## config.mk

```make
export PLATFORM = sky130hd
export DESIGN_NAME = pid_roll_rate_to_steering_duty_unit
export DESIGN_NICKNAME = d
export VERILOG_FILES = /design/src/sv/pidrr_pkg.sv /design/src/sv/pid_roll_rate_to_steering_duty_unit.sv
export SDC_FILE = /design/constraint.sdc
export NUM_CORES = 1
export LEC_CHECK = 0
export ABC_CLOCK_PERIOD_IN_PS = 23300
export BUFFER_PORTS_ARGS = -buffer_cell sky130_fd_sc_hd__buf_2
export CAP_MARGIN = 20
export CELL_PAD_IN_SITES_DETAIL_PLACEMENT = 1
export CELL_PAD_IN_SITES_GLOBAL_PLACEMENT = 1
export CORE_MARGIN = 8
export CORE_UTILIZATION = 41
export CTS_CLUSTER_DIAMETER = 120
export DETAILED_ROUTE_END_ITERATION = 12
export PLACE_DENSITY = 0.75
export SETUP_SLACK_MARGIN = 0.1
export SYNTH_ARGS = -nofsm -noshare
export SYNTH_HDL_FRONTEND = slang
export SYNTH_SLANG_ARGS = --single-unit
```

## constraint.sdc

```tcl
create_clock -name clk_i -period 23.3 [get_ports clk_i]
set_clock_uncertainty 0.1 [all_clocks]
set_input_delay 6.99 -clock clk_i [delete_from_list [all_inputs] [get_ports clk_i]]
set_output_delay 6.99 -clock clk_i [all_outputs]
set_load 0.02 [all_outputs]
```

## src/sv/pidrr_pkg.sv

```systemverilog
// Package with the shared types and constants of the roll-rate PID steering duty unit.
`timescale 1ns / 1ps

package pidrr_pkg;

  localparam int SAMPLE_WIDTH_DEF = 16;
  localparam int GAIN_W           = 16;
  localparam int INTEG_W          = 16;
  localparam int LIMIT_W          = 15;
  localparam int DUTY_W           = 15;
  localparam int APB_ADDR_W       = 4;
  localparam int APB_DATA_W       = 32;

  localparam logic [LIMIT_W-1:0] LIMIT_RESET = 15'd24576;

  // 33.3 / pi in Q16, applied one constant bit per cycle.
  localparam int                CONV_W   = 20;
  localparam logic [CONV_W-1:0] CONV_Q16 = 20'd694663;

  localparam int FRAC_SHIFT = 28;
  localparam int DUTY_FULL  = 25600;
  // Mid duty of 50 percent in Q36 plus one half LSB of Q7.8 for rounding.
  localparam logic [63:0] DUTY_BASE_Q36 = 64'd25601 << 27;

  typedef enum logic [1:0] {
    REG_GAIN_P  = 2'd0,
    REG_GAIN_I  = 2'd1,
    REG_GAIN_D  = 2'd2,
    REG_LIMIT   = 2'd3
  } reg_idx_e;

  typedef enum logic [1:0] {
    ST_IDLE,
    ST_MUL,
    ST_CONV,
    ST_FIN
  } state_e;

endpackage

```

## src/sv/pid_roll_rate_to_steering_duty_unit.sv

```systemverilog
// Roll-rate PID controller with integral clamp and bit-serial steering duty computation.
// Inputs are taken only in the idle state: the shared bit-serial shift-add unit forms the three
// gain products in turn and then the duty scale before a new item can be accepted.
// A finished result waits in the output register while the next item is accepted; the unit
// stalls before writing the next result until that register has been taken.
// Reset clears the gains, integral and last error and sets the integral limit to 6.0.
`timescale 1ns / 1ps

module pid_roll_rate_to_steering_duty_unit
  import pidrr_pkg::*;
#(
  parameter int SAMPLE_WIDTH = SAMPLE_WIDTH_DEF
) (
  input  logic                    clk_i,
  input  logic                    rst_ni,
  input  logic                    psel,
  input  logic                    penable,
  input  logic                    pwrite,
  input  logic [APB_ADDR_W-1:0]   paddr,
  input  logic [APB_DATA_W-1:0]   pwdata,
  output logic [APB_DATA_W-1:0]   prdata,
  output logic                    pready,
  input  logic                    in_valid_i,
  output logic                    in_ready_o,
  input  logic [SAMPLE_WIDTH-1:0] roll_rate_i,
  output logic                    out_valid_o,
  input  logic                    out_ready_i,
  output logic [DUTY_W-1:0]       steer_duty_o,
  output logic                    duty_saturated_o
);

  localparam int SW   = SAMPLE_WIDTH;
  localparam int IW   = ((SW + 1 > INTEG_W) ? SW + 1 : INTEG_W) + 1;
  localparam int DW   = SW + 24;
  localparam int PW   = DW + 22;
  localparam int HW   = PW - FRAC_SHIFT;
  localparam int GB_W = $clog2(GAIN_W);
  localparam int CB_W = $clog2(CONV_W);

  localparam logic [PW-1:0] W_INIT = PW'(DUTY_BASE_Q36);

  logic signed [GAIN_W-1:0]  gain_p_q, gain_i_q, gain_d_q;
  logic        [LIMIT_W-1:0] limit_q;
  logic signed [INTEG_W-1:0] integ_q, integ_d;
  logic signed [SW:0]        last_err_q;
  logic signed [SW+1:0]      deriv_q, deriv_d;

  state_e            state_q, state_d;
  logic [GB_W-1:0]   gbit_q, gbit_d;
  logic [1:0]        term_q, term_d;
  logic [CB_W-1:0]   cbit_q, cbit_d;
  logic [PW-1:0]     opnd_q, opnd_d;
  logic [PW-1:0]     acc_q, acc_d;
  logic [GAIN_W-1:0] gain_q, gain_d;

  logic              out_valid_q, out_valid_d;
  logic [DUTY_W-1:0] duty_q, duty_d;
  logic              sat_q, sat_d;

  logic              in_fire, cfg_write;
  logic signed [SW:0]     err;
  logic signed [IW-1:0]   integ_raw, lim_pos, lim_neg;
  logic [HW-1:0]          duty_hi;

  assign pready    = 1'b1;
  assign cfg_write = psel & penable & pwrite;

  always_comb begin
    unique case (reg_idx_e'(paddr[3:2]))
      REG_GAIN_P: prdata = {{(APB_DATA_W-GAIN_W){gain_p_q[GAIN_W-1]}}, gain_p_q};
      REG_GAIN_I: prdata = {{(APB_DATA_W-GAIN_W){gain_i_q[GAIN_W-1]}}, gain_i_q};
      REG_GAIN_D: prdata = {{(APB_DATA_W-GAIN_W){gain_d_q[GAIN_W-1]}}, gain_d_q};
      REG_LIMIT:  prdata = {{(APB_DATA_W-LIMIT_W){1'b0}}, limit_q};
      default:    prdata = '0;
    endcase
  end

  always_ff @(posedge clk_i or negedge rst_ni) begin
    if (!rst_ni) begin
      gain_p_q <= '0;
      gain_i_q <= '0;
      gain_d_q <= '0;
      limit_q  <= LIMIT_RESET;
    end else if (cfg_write) begin
      unique case (reg_idx_e'(paddr[3:2]))
        REG_GAIN_P: gain_p_q <= pwdata[GAIN_W-1:0];
        REG_GAIN_I: gain_i_q <= pwdata[GAIN_W-1:0];
        REG_GAIN_D: gain_d_q <= pwdata[GAIN_W-1:0];
        REG_LIMIT:  limit_q  <= pwdata[LIMIT_W-1:0];
        default:    limit_q  <= limit_q;
      endcase
    end
  end

  assign in_ready_o = (state_q == ST_IDLE);
  assign in_fire    = in_valid_i & in_ready_o;

  assign err       = -$signed({roll_rate_i[SW-1], roll_rate_i});
  assign integ_raw = $signed({{(IW-INTEG_W){integ_q[INTEG_W-1]}}, integ_q})
                   + $signed({{(IW-SW-1){err[SW]}}, err});
  assign lim_pos   = $signed({{(IW-LIMIT_W){1'b0}}, limit_q});
  assign lim_neg   = -lim_pos;
  assign deriv_d   = $signed({err[SW], err}) - $signed({last_err_q[SW], last_err_q});

  always_comb begin
    if (integ_raw < lim_neg) begin
      integ_d = lim_neg[INTEG_W-1:0];
    end else if (integ_raw > lim_pos) begin
      integ_d = lim_pos[INTEG_W-1:0];
    end else begin
      integ_d = integ_raw[INTEG_W-1:0];
    end
  end

  assign duty_hi = acc_q[PW-1:FRAC_SHIFT];

  always_comb begin
    logic [PW-1:0] partial;
    state_d     = state_q;
    gbit_d      = gbit_q;
    term_d      = term_q;
    cbit_d      = cbit_q;
    opnd_d      = opnd_q;
    acc_d       = acc_q;
    gain_d      = gain_q;
    out_valid_d = out_valid_q;
    duty_d      = duty_q;
    sat_d       = sat_q;
    partial     = gain_q[0] ? opnd_q : '0;

    if (out_valid_q && out_ready_i) begin
      out_valid_d = 1'b0;
    end

    unique case (state_q)
      ST_IDLE: begin
        if (in_fire) begin
          opnd_d  = {{(PW-SW-1){err[SW]}}, err};
          gain_d  = gain_p_q;
          acc_d   = '0;
          gbit_d  = '0;
          term_d  = '0;
          state_d = ST_MUL;
        end
      end
      ST_MUL: begin
        if (gbit_q == GB_W'(GAIN_W - 1)) begin
          acc_d = acc_q - partial;
        end else begin
          acc_d = acc_q + partial;
        end
        opnd_d = opnd_q << 1;
        gain_d = gain_q >> 1;
        gbit_d = gbit_q + GB_W'(1);
        if (gbit_q == GB_W'(GAIN_W - 1)) begin
          term_d = term_q + 2'd1;
          if (term_q == 2'd0) begin
            opnd_d = {{(PW-INTEG_W){integ_q[INTEG_W-1]}}, integ_q};
            gain_d = gain_i_q;
          end else if (term_q == 2'd1) begin
            opnd_d = {{(PW-SW-2){deriv_q[SW+1]}}, deriv_q};
            gain_d = gain_d_q;
          end else begin
            opnd_d  = acc_d;
            acc_d   = W_INIT;
            cbit_d  = '0;
            state_d = ST_CONV;
          end
        end
      end
      ST_CONV: begin
        if (CONV_Q16[cbit_q]) begin
          acc_d = acc_q - opnd_q;
        end
        opnd_d = opnd_q << 1;
        cbit_d = cbit_q + CB_W'(1);
        if (cbit_q == CB_W'(CONV_W - 1)) begin
          state_d = ST_FIN;
        end
      end
      ST_FIN: begin
        if (!out_valid_q || out_ready_i) begin
          out_valid_d = 1'b1;
          state_d     = ST_IDLE;
          if (acc_q[PW-1]) begin
            duty_d = '0;
            sat_d  = 1'b1;
          end else if (duty_hi > HW'(DUTY_FULL)) begin
            duty_d = DUTY_W'(DUTY_FULL);
            sat_d  = 1'b1;
          end else begin
            duty_d = duty_hi[DUTY_W-1:0];
            sat_d  = 1'b0;
          end
        end
      end
      default: state_d = ST_IDLE;
    endcase
  end

  always_ff @(posedge clk_i or negedge rst_ni) begin
    if (!rst_ni) begin
      state_q     <= ST_IDLE;
      gbit_q      <= '0;
      term_q      <= '0;
      cbit_q      <= '0;
      out_valid_q <= 1'b0;
      integ_q     <= '0;
      last_err_q  <= '0;
    end else begin
      state_q     <= state_d;
      gbit_q      <= gbit_d;
      term_q      <= term_d;
      cbit_q      <= cbit_d;
      out_valid_q <= out_valid_d;
      if (in_fire) begin
        integ_q    <= integ_d;
        last_err_q <= err;
      end
    end
  end

  always_ff @(posedge clk_i) begin
    opnd_q <= opnd_d;
    acc_q  <= acc_d;
    gain_q <= gain_d;
    duty_q <= duty_d;
    sat_q  <= sat_d;
    if (in_fire) begin
      deriv_q <= deriv_d;
    end
  end

  assign out_valid_o      = out_valid_q;
  assign steer_duty_o     = duty_q;
  assign duty_saturated_o = sat_q;

endmodule

```

==> results of run 1 <==
cells in the mapped netlist (11+ instances only):
cell type / number / area (µm²)
inv_1: 158 / 593.1
ha_1: 200 / 2502
mux2i_1: 28 / 280.3
or2_2: 11 / 68.82
and3_1: 27 / 168.9
o211ai_1: 25 / 187.7
nand4_1: 32 / 200.2
xor2_1: 71 / 621.9
mux4_2: 15 / 337.8
buf_4: 18 / 135.1
o21ai_0: 218 / 1091
clkbuf_1: 122 / 457.9
o31ai_1: 19 / 142.6
a21o_1: 95 / 713.2
nand3_1: 83 / 415.4
mux2_2: 68 / 765.7
nor4_1: 23 / 143.9
nor2_1: 186 / 698.2
and2_1: 35 / 219.0
a31oi_1: 65 / 406.6
or3_1: 23 / 143.9
a22oi_1: 36 / 270.3
nor3_1: 59 / 295.3
edfxtp_1: 174 / 5225
nand2b_1: 34 / 212.7
buf_1: 17 / 63.81
xnor2_1: 135 / 1182
a211oi_1: 27 / 202.7
nor2b_1: 50 / 312.8
dfrtp_1: 108 / 2703
a21oi_1: 241 / 1206
buf_2: 13 / 65.06
nand2_1: 345 / 1295
o21a_1: 23 / 172.7
a221oi_1: 24 / 210.2
o21bai_1: 25 / 187.7
o22ai_1: 27 / 168.9
cells by family after synthesis:
group                    synth area share
adder cells (fa/ha/maj)            0.1008
XOR/XNOR                          0.07043
flip-flops                         0.3115
multiplexers                      0.05402
AND/OR/NAND/NOR                    0.1738
other                           0.0001464
AO/OA/AOI/OAI                      0.2369
buffers and inverters             0.05236
area by class of cell:
type	instances	area [µm²]
fill	7355	33770
multi-input combinational	2411	16380
sequential	284	7980
clock inverter	14	227.7
tap	837	1047
inverter	158	593.1
timing repair buffer	115	653.1
clock buffer	53	1057
worst max-delay path: cells and delay by family:
kind / cells / cell delay (ns)
buf+inv: 2 / 0.86
mux: 1 / 0.20
compound gates: 1 / 0.68
worst max-delay path by stage:
| stage | cells past startpoint | slack (ns) | end |
|---|---|---|---|
| 6_report | 4 | 7.47 | prdata[28] |
| 3_5_place_dp | 4 | 7.07 | prdata[25] |
| 4_1_cts | 4 | 7.03 | prdata[19] |
| 5_1_grt | 4 | 7.26 | prdata[19] |
| 3_3_place_gp | 4 | 7.25 | prdata[30] |
| 2_1_floorplan | 5 | 6.46 | prdata[16] |
flip-flops by register name, summed over array words and instances (netlist names), 4 cells and up:
register      count
gain_i_q         16
deriv_q          18
last_err_q       17
gain_d_q         16
gbit_q            4
gain_q           16
integ_q          16
limit_q          15
steer_duty_o     15
gain_p_q         16
opnd_q           62
cbit_q            5
acc_q            62
cells in the final DEF, fill, tap and decap left out, types with 15 or more instances in the layout:
master	netlist	layout
mux4_2	15	15
nor2_1	186	182
nand2_1	345	345
inv_1	158	157
buf_4	18	25
edfxtp_1	174	174
a211oi_1	27	27
a221oi_1	24	24
a31oi_1	65	65
nand4_1	32	32
xor2_1	71	71
o21a_1	23	23
and2_1	35	35
nor3_1	59	58
buf_2	13	89
o21bai_1	25	25
a21o_1	95	95
nand3_1	83	82
mux2i_1	28	28
o21ai_0	218	217
ha_1	200	197
nor2b_1	50	50
nor4_1	23	23
o22ai_1	27	27
nand2b_1	34	34
o211ai_1	25	25
dfrtp_1	108	108
or3_1	23	23
xnor2_1	135	135
mux2_2	68	68
o31ai_1	19	19
a22oi_1	36	36
a21oi_1	241	241
clkbuf_16	0	38
and3_1	27	26
through the flow:
stage            util  worst slack (ns)  instances  area [µm²]  hold slack (ns)
2_1_floorplan       -             6.456       3027       25620           0.3498
3_3_place_gp   0.4316             7.252       3804       26630           0.3670
3_5_place_dp   0.4316             7.066       3804       26630           0.4012
4_1_cts        0.4524             7.034       3871       27920           0.4146
5_1_grt        0.4527             7.261       3872       27940           0.4469
6_report       0.4527             7.470       3872       27940           0.4080
per-layer routing:
layer | global-route usage | share of wire | vias up | wire length, µm
li1 | - | - | 11060 | -
met1 | 0.3211 | 0.43 | 11920 | 39170
met2 | 0.4285 | 0.48 | 705 | 43660
met3 | 0.03294 | 0.058 | 156 | 5312
met4 | 0.08043 | 0.029 | 2 | 2617
met5 | 0 | 0.00061 | - | 55
==> impl_results.md, run 1 <==
- Total track usage: 0.2490
- Synth unique cells: 93
- Average detailed-routed wire length per instance: 23.45 µm
- HPWL reported at the end of detailed placement: 67,660 µm
- Max transition margin: 0.2774
- Clk root buf: clkbuf_16
- Cts bufs inserted: 37
- Post-Synthesis Cell Area: 25,620 µm²
- Standard-cell rows: 91
- Hold Path Sink: last_err_q[15]
- Worst Path Max Fanout: 19
- Pin count of the biggest net entering global routing: 68
- Worst min path class: reg2reg
- DRT iter0 DRCs: 1,741
- Later-pin clock latency in the skew report: 0.60 ns
- Hold buffers post-CTS: 0
- Net count after synthesis: 3,290
- Total of max-cap violations: 0
- Stage delay of the slowest cell on the critical path: 0.68 ns
- Total wirelength of the detailed-routed design: 90,810 µm
- Port buffer count: 90
- Y dimension of the die: 266.0 µm
- Setup bufs post-CTS: 0
- Maximum clock path buffer count: 3
- Count of flip-flops with a built-in enable after synthesis: 174
- Endpoint of the worst-slack reg-to-reg timing path: acc_q[54]
- Fmax: 63.17 MHz
- Type of the worst setup path: in2out
- Worst-margin pin slew: 1.081 ns
- Crit path from: paddr[2]
- Initial cell density of the core: 0.4151
- Number of clock sinks: 284
- Setup TNS after final layout: 0 ns
- Reg2reg setup slack: 16.56 ns
- Core box area: 61,710 µm²
- DR pass1 iterations: 5
- Yosys Warn Count: 0
- Final count of pins violating max slew: 0
- Via count of the routed design: 23,840
- Crit path time final: 15.83 ns
- Worst Setup End Kind: output port
- Final Hold Fails: 0
- CTS tree: yes
- Ratio of cells with drive above 1 in the final layout: 0.1038
- Standard cell with the maximum stage delay on the critical path: o21ai_1
- Syn avg cell area: 8.463 µm²
- Data arrival time of the critical path: 8.74 ns
- Unrepaired setup endpoints after global routing: no
- Origin of the critical flop-to-flop path: opnd_q[10]
- Remaining global-route overflow: 0
- Area added between synthesis and finish: 9.055%
- Most common flop cell mapped by yosys: edfxtp_1
- Critical path cell sequence: buf_2, mux2i_1, o21ai_1, buf_2
- Depth of the CTS H-tree: 2
- Detailed-route DRC error count: 0
- Remaining antenna violation count after routing: 0
- Clock transition at path regs: 0.06 ns
- # nets final: 3,270
- Ratio of routed vias to standard cells: 6.157
- Vias in the first global route: 24,940
- Part of the Yosys area used for sequential elements: 0.3115
- Number of antenna violations at the first check in global routing: 1
- Most repeated library cell on the critical path: buf_2
- Number of inserted diodes: 0
- Startpoint of the tightest hold check path: last_err_q[15]
- Global-route wire length before repair: 141,700 µm
- Run status: complete, no violations
- Final estimated routing congestion in global placement: 0.9208
- Full die area: 70,730 µm²
- Share of the cycle needed by the critical path after routing: 0.6794
- Boundary pin count: 110
- Width of the die: 266.0 µm
- Cell depth of the worst min-delay path: 2
- Worst r2r path cells: 21
- Number of setup violations in the final report: 0
- Required arrival time at the worst endpoint: 16.21 ns
- Async set or reset register ratio after synthesis: 0.3873
- Critical path launch point type: input port
- Gates resized, CTS repair: 0
- Number of cells produced by synthesis: 3,027
- Seq cells post-synth: 284
Power of run 1 is left out: the tool's default activity adds up to more than one toggle a clock period on the data nets, which glitch-free logic cannot reach.
==> run 2: changes to the inputs <==
ABC_CLOCK_PERIOD_IN_PS = 16270   (was 23300)
clock period = 16.27 ns   (was 23.3 ns; I/O delays follow)
==> run 2 against run 1 <==
Worst hold slack lost 0.021 ns. Global-route usage fell by 0.21 points. Count of clock-buffer cells in the layout is 3 higher. Via count about the same. Critical path depth unchanged. Flip-flop and latch count unchanged. Non-clock buffer count fell by 2. First-iteration DRC count rose by 3.2%. Die area is the same. Highest routed layer unchanged.
==> impl_results.md, run 2 (same netlist as run 1, synthesis figures left out) <==
- Pin count of the biggest net entering global routing: 66 (-2.9%)
- Remaining global-route overflow: 0 (unchanged)
- Largest registers ranked by flip-flop count: acc_q (62), opnd_q (62), deriv_q (18)
- Y dimension of the die: 266.0 µm (unchanged)
- Share of the cycle needed by the critical path after routing: 0.7196
- Number of antenna violations at the first check in global routing: 2 (+1)
- Final Hold Fails: 0 (unchanged)
- Vias in the first global route: 24,830 (-0.47%)
- Setup bufs post-CTS: 0 (unchanged)
- Worst-margin pin slew: 1.109 ns (+0.02750 ns)
- Later-pin clock latency in the skew report: 0.59 ns (about the same)
- Critical path launch point type: input port
- Met1 track demand over resource: 0.3182 (-0.002859)
- CTS tree: yes
- Number of inserted diodes: 0 (unchanged)
- Post-layout util: 0.4515 (-0.001217)
- Remaining antenna violation count after routing: 0 (unchanged)
- Total wirelength of the detailed-routed design: 90,190 µm (-0.68%)
- Global routing usage on met2: 0.4274 (-0.001114)
- Required arrival time at the worst endpoint: 11.29 ns (-4.92 ns)
- Number of clock sinks: 284 (unchanged)
- Total track usage: 0.2469 (-0.002079)
- Gates resized, CTS repair: 0 (unchanged)
- Unrepaired setup endpoints after global routing: no
- Average detailed-routed wire length per instance: 23.28 µm (-0.73%)
- Depth of the CTS H-tree: 2 (unchanged)
- Top library cells by usage in the layout, fill and taps aside: 345 x nand2_1, 241 x a21oi_1, 217 x o21ai_0, 197 x ha_1, 182 x nor2_1
- Full die area: 70,730 µm² (unchanged)
- Standard-cell rows: 91 (unchanged)
- Data arrival time of the critical path: 6.73 ns (-2.01 ns)
- Area added between synthesis and finish: 8.762%
- Clock transition at path regs: 0.04 ns (-0.02 ns)
- Global-route wire length before repair: 140,900 µm (-0.54%)
- Port buffer count: 90 (unchanged)
- Leading cell type in the layout, fill and taps excluded: nand2_1
- Ratio of routed vias to standard cells: 6.149 (-0.14%)
- Core box area: 61,710 µm² (unchanged)
- Total of max-cap violations: 0 (unchanged)
- Most used routing layer: met2
- Worst Path Max Fanout: 19 (unchanged)
- Cts bufs inserted: 39 (+5.4%)
- Final estimated routing congestion in global placement: 0.9701 (+5.4%)
- Hold buffers post-CTS: 0 (unchanged)
- Initial cell density of the core: 0.4151 (unchanged)
- Width of the die: 266.0 µm (unchanged)
- Number of setup violations in the final report: 0 (unchanged)
- Worst hold slack across all endpoints: 0.3868 ns (-0.02127 ns)
- Ratio of cells with drive above 1 in the final layout: 0.1004 (-0.003361)
- Type of the worst setup path: in2out
- # nets final: 3,270 (unchanged)
- Maximum clock path buffer count: 3 (unchanged)
- Boundary pin count: 110 (unchanged)
- Via count of the routed design: 23,820 (-0.084%)
- DR pass1 iterations: 5 (unchanged)
- Crit path time final: 11.71 ns
- Worst min path class: reg2reg
- Final count of pins violating max slew: 0 (unchanged)
- Fmax: 85.41 MHz
- Run status: complete, no violations
- Count of fill cells added during filler insertion: 7,385 (+0.41%)
- HPWL reported at the end of detailed placement: 67,540 µm (-0.17%)
- Setup TNS after final layout: 0 ns (unchanged)
- Detailed-route DRC error count: 0 (unchanged)
- Max transition margin: 0.2600 (-0.01738)
- Clk root buf: clkbuf_16
- GR Util met3: 0.03257 (-0.0003691)
- DRT iter0 DRCs: 1,797 (+3.2%)
- Worst Setup End Kind: output port
run 2: critical path: stages:
cell	delay (ns)
buf_2	0.56
mux2i_1	0.23
o21ai_1	0.72
buf_2	0.32
run 2: final cells by class:
type,count,area (µm²),share of cell area
multi-input cells,2411,16380,0.5878
flip-flops and latches,284,7980,0.2864
clock buffers,56,1070,0.03840
well taps,837,1047,0.03759
repair buffers,113,638.1,0.02290
inverters,158,593.1,0.02129
clock inverters,15,155.1,0.005569
run 2: through the flow:
stage / cell area, µm² / setup WS, ns / std cells
CTS: 27840 / 4.176 / 3873
global route: 27860 / 4.372 / 3874
detailed placement: 26620 / 4.234 / 3802
floorplan: 25620 / 3.332 / 3027
finish: 27860 / 4.562 / 3874
global placement: 26620 / 4.446 / 3802
run 2: path summary, 6_finish.rpt:
path,from,end,slack (ns),cells past startpoint
max,paddr[2],prdata[22],4.56,4
min,last_err_q[15],last_err_q[15],0.39,2
max reg2reg,opnd_q[10],acc_q[61],9.46,18
min reg2reg,last_err_q[15],last_err_q[15],0.39,2
max in group asynchronous,rst_ni,cbit_q[1],10.51,2
min in group asynchronous,rst_ni,limit_q[10],4.21,1
run 2: per-layer routing:
layer  part of all wire  up-vias  wire, µm
met2               0.48      639     43610
met4              0.028        2      2493
met1               0.44    11950     39400
li1                   -    11070         -
met5            0.00014        -        13
met3              0.052      154      4674
Power of run 2 is left out for the same reason.
==> run 3: changes to the inputs <==
ABC_CLOCK_PERIOD_IN_PS = 10700   (was 16270)
PLACE_DENSITY = 0.78   (was 0.75)
clock period = 10.7 ns   (was 16.27 ns; I/O delays follow)
==> run 3 against run 2 <==
Wire length grew 1.7%. Global-route usage is 0.45 points higher. First-iteration DRC count fell by 11%. Final cell count is essentially flat. Sequential share of layout area about the same. Flip-flop and latch count is the same. Core utilization grew 0.069 points. Die area did not move. Critical path depth is 19 higher. Worst setup slack lost 2.6 ns. Count of clock-buffer cells in the layout down 8. Critical path type is now in2reg. Largest cell class unchanged.
==> impl_results.md, run 3 (same netlist as run 1, synthesis figures left out) <==
- Run status: complete, no violations
- Clock transition at path regs: 0.06 ns (+0.02 ns)
- Global-route wire length before repair: 143,800 µm (+2.1%)
- Reg2reg setup slack: 3.49 ns (-5.97 ns)
- Width of the die: 266.0 µm (unchanged)
- Cts bufs inserted: 38 (-2.6%)
- CTS tree: yes
- Total of max-cap violations: 0 (unchanged)
- Via count of the routed design: 24,110 (+1.2%)
- Worst min path class: reg2reg
- Worst hold slack across all endpoints: 0.3931 ns (+0.006291 ns)
- Share of the cycle needed by the critical path after routing: 0.8186
- Maximum clock path buffer count: 3 (unchanged)
- Stage delay of the slowest cell on the critical path: 0.74 ns (+0.02 ns)
- Clk root buf: clkbuf_16
- Depth of the CTS H-tree: 2 (unchanged)
- Later-pin clock latency in the skew report: 0.59 ns (about the same)
- Standard cell with the maximum stage delay on the critical path: o21ai_2
- Max transition margin: 0.2896 (+0.02963)
- Critical path launch point type: input port
- HPWL reported at the end of detailed placement: 68,190 µm (+0.95%)
- Critical path buffer and inverter count: 3 (+1)
- Leading cell type in the layout, fill and taps excluded: nand2_1
- Number of antenna violations at the first check in global routing: 2 (unchanged)
- Detailed-route DRC error count: 0 (unchanged)
- Cell depth of the worst min-delay path: 2 (unchanged)
- Worst Setup End Kind: flop
- Setup TNS after final layout: 0 ns (unchanged)
- Data arrival time of the critical path: 9.08 ns (+2.35 ns)
- Ratio of cells with drive above 1 in the final layout: 0.1028 (+0.002406)
- # nets final: 3,267 (-0.092%)
- DR pass1 iterations: 5 (unchanged)
- Unrepaired setup endpoints after global routing: no
- Final count of pins violating max slew: 0 (unchanged)
- Pin count of the biggest net entering global routing: 70 (+6.1%)
- Instance count on the critical path: 23 (+19)
- Standard-cell rows: 91 (unchanged)
- Average detailed-routed wire length per instance: 23.69 µm (+1.7%)
- Cell area after placement: 26,610 µm² (about the same)
- Area added between synthesis and finish: 8.929%
- Worst-margin pin slew: 1.064 ns (-0.04439 ns)
- Vias in the first global route: 25,530 (+2.8%)
- Ratio of routed vias to standard cells: 6.224 (+1.2%)
- Number of setup violations in the final report: 0 (unchanged)
- Top library cells by usage in the layout, fill and taps aside: 345 x nand2_1, 241 x a21oi_1, 217 x o21ai_0, 197 x ha_1, 182 x nor2_1
- Remaining global-route overflow: 0 (unchanged)
- Fmax: 114.2 MHz
- Gates resized, CTS repair: 0 (unchanged)
- Number of clock sinks: 284 (unchanged)
- Remaining antenna violation count after routing: 0 (unchanged)
- Post-Layout Inst Area: 27,900 µm² (+0.15%)
- Y dimension of the die: 266.0 µm (unchanged)
- Port buffer count: 90 (unchanged)
- Final Hold Fails: 0 (unchanged)
- Largest registers ranked by flip-flop count: acc_q (62), opnd_q (62), deriv_q (18)
- Full die area: 70,730 µm² (unchanged)
- Worst Path Max Fanout: 14 (-5)
- Initial cell density of the core: 0.4151 (unchanged)
- DRT iter0 DRCs: 1,597 (-11%)
- Core box area: 61,710 µm² (unchanged)
- Worst r2r path cells: 20 (+2)
- Total wirelength of the detailed-routed design: 91,740 µm (+1.7%)
- Setup bufs post-CTS: 0 (unchanged)
- Total track usage: 0.2514 (+0.004475)
- Crit path time final: 8.759 ns
- Critical path cell sequence: buf_2, inv_1, ha_1, inv_1, nor4_1, xnor2_1, ha_1, a21o_1, a21oi_1, o21ai_0, nand2_1, a21oi_1, xor2_1, ha_1, a21o_1, a21oi_1, nand3b_1, o21ai_0, a31oi_1, a21o_1, o21ai_2, mux2i_1, o21ai_0
- Boundary pin count: 110 (unchanged)
- Final estimated routing congestion in global placement: 0.9248 (-4.7%)
- Hold buffers post-CTS: 0 (unchanged)
- Required arrival time at the worst endpoint: 11.02 ns (-0.27 ns)
- Type of the worst setup path: in2reg
- Cell family contributing the most delay on the critical path: compound AO/OA/AOI/OAI gates
[run 3: cell count changes in the layout (fill, tap and decap cells not counted), sizes merged]
cell	previous run	this run
buf	113	111
bufinv	1	4
diode	0	2
clkinvlp	0	3
clkbuf	56	48
clkinv	14	15
[run 3: cell type report]
cell class                 count  area [µm²]
fill                        7344       33810
tap                          837        1047
multi-input combinational   2411       16380
clock buffer                  48        1008
clock inverter                22       281.5
inverter                     158       593.1
sequential                   284        7980
antenna                        2       5.005
timing repair buffer         111       610.6
[run 3: routing by layer]
metal,global-route usage,up-vias,share of wire
met2,0.4305,713,0.48
met3,0.03312,172,0.056
li1,-,11050,-
met1,0.3230,12170,0.43
met4,0.08930,0,0.032
met5,0,-,0
[run 3: worst paths after layout]
path                                        to           start
worst max-delay path                integ_q[1]  roll_rate_i[0]
worst min-delay path            last_err_q[15]  last_err_q[15]
worst max register to register       acc_q[60]      opnd_q[10]
worst min register to register  last_err_q[15]  last_err_q[15]
max in group asynchronous       last_err_q[16]          rst_ni
min in group asynchronous          limit_q[10]          rst_ni
[run 3: metrics by stage]
stage          std cells  utilization  setup WS [ns]
3_5_place_dp        3801       0.4312          1.437
3_3_place_gp        3801       0.4312          1.765
2_1_floorplan       3027            -         0.4709
6_report            3873       0.4522          1.941
4_1_cts             3871       0.4521          2.046
5_1_grt             3871       0.4521          1.574
[run 3: tightest hold or removal path, stage by stage (launching register included)]
cell	delay [ns]
dfrtp_1	0.34
nand2_1	0.05
o21ai_0	0.06
Power of run 3 is left out for the same reason.
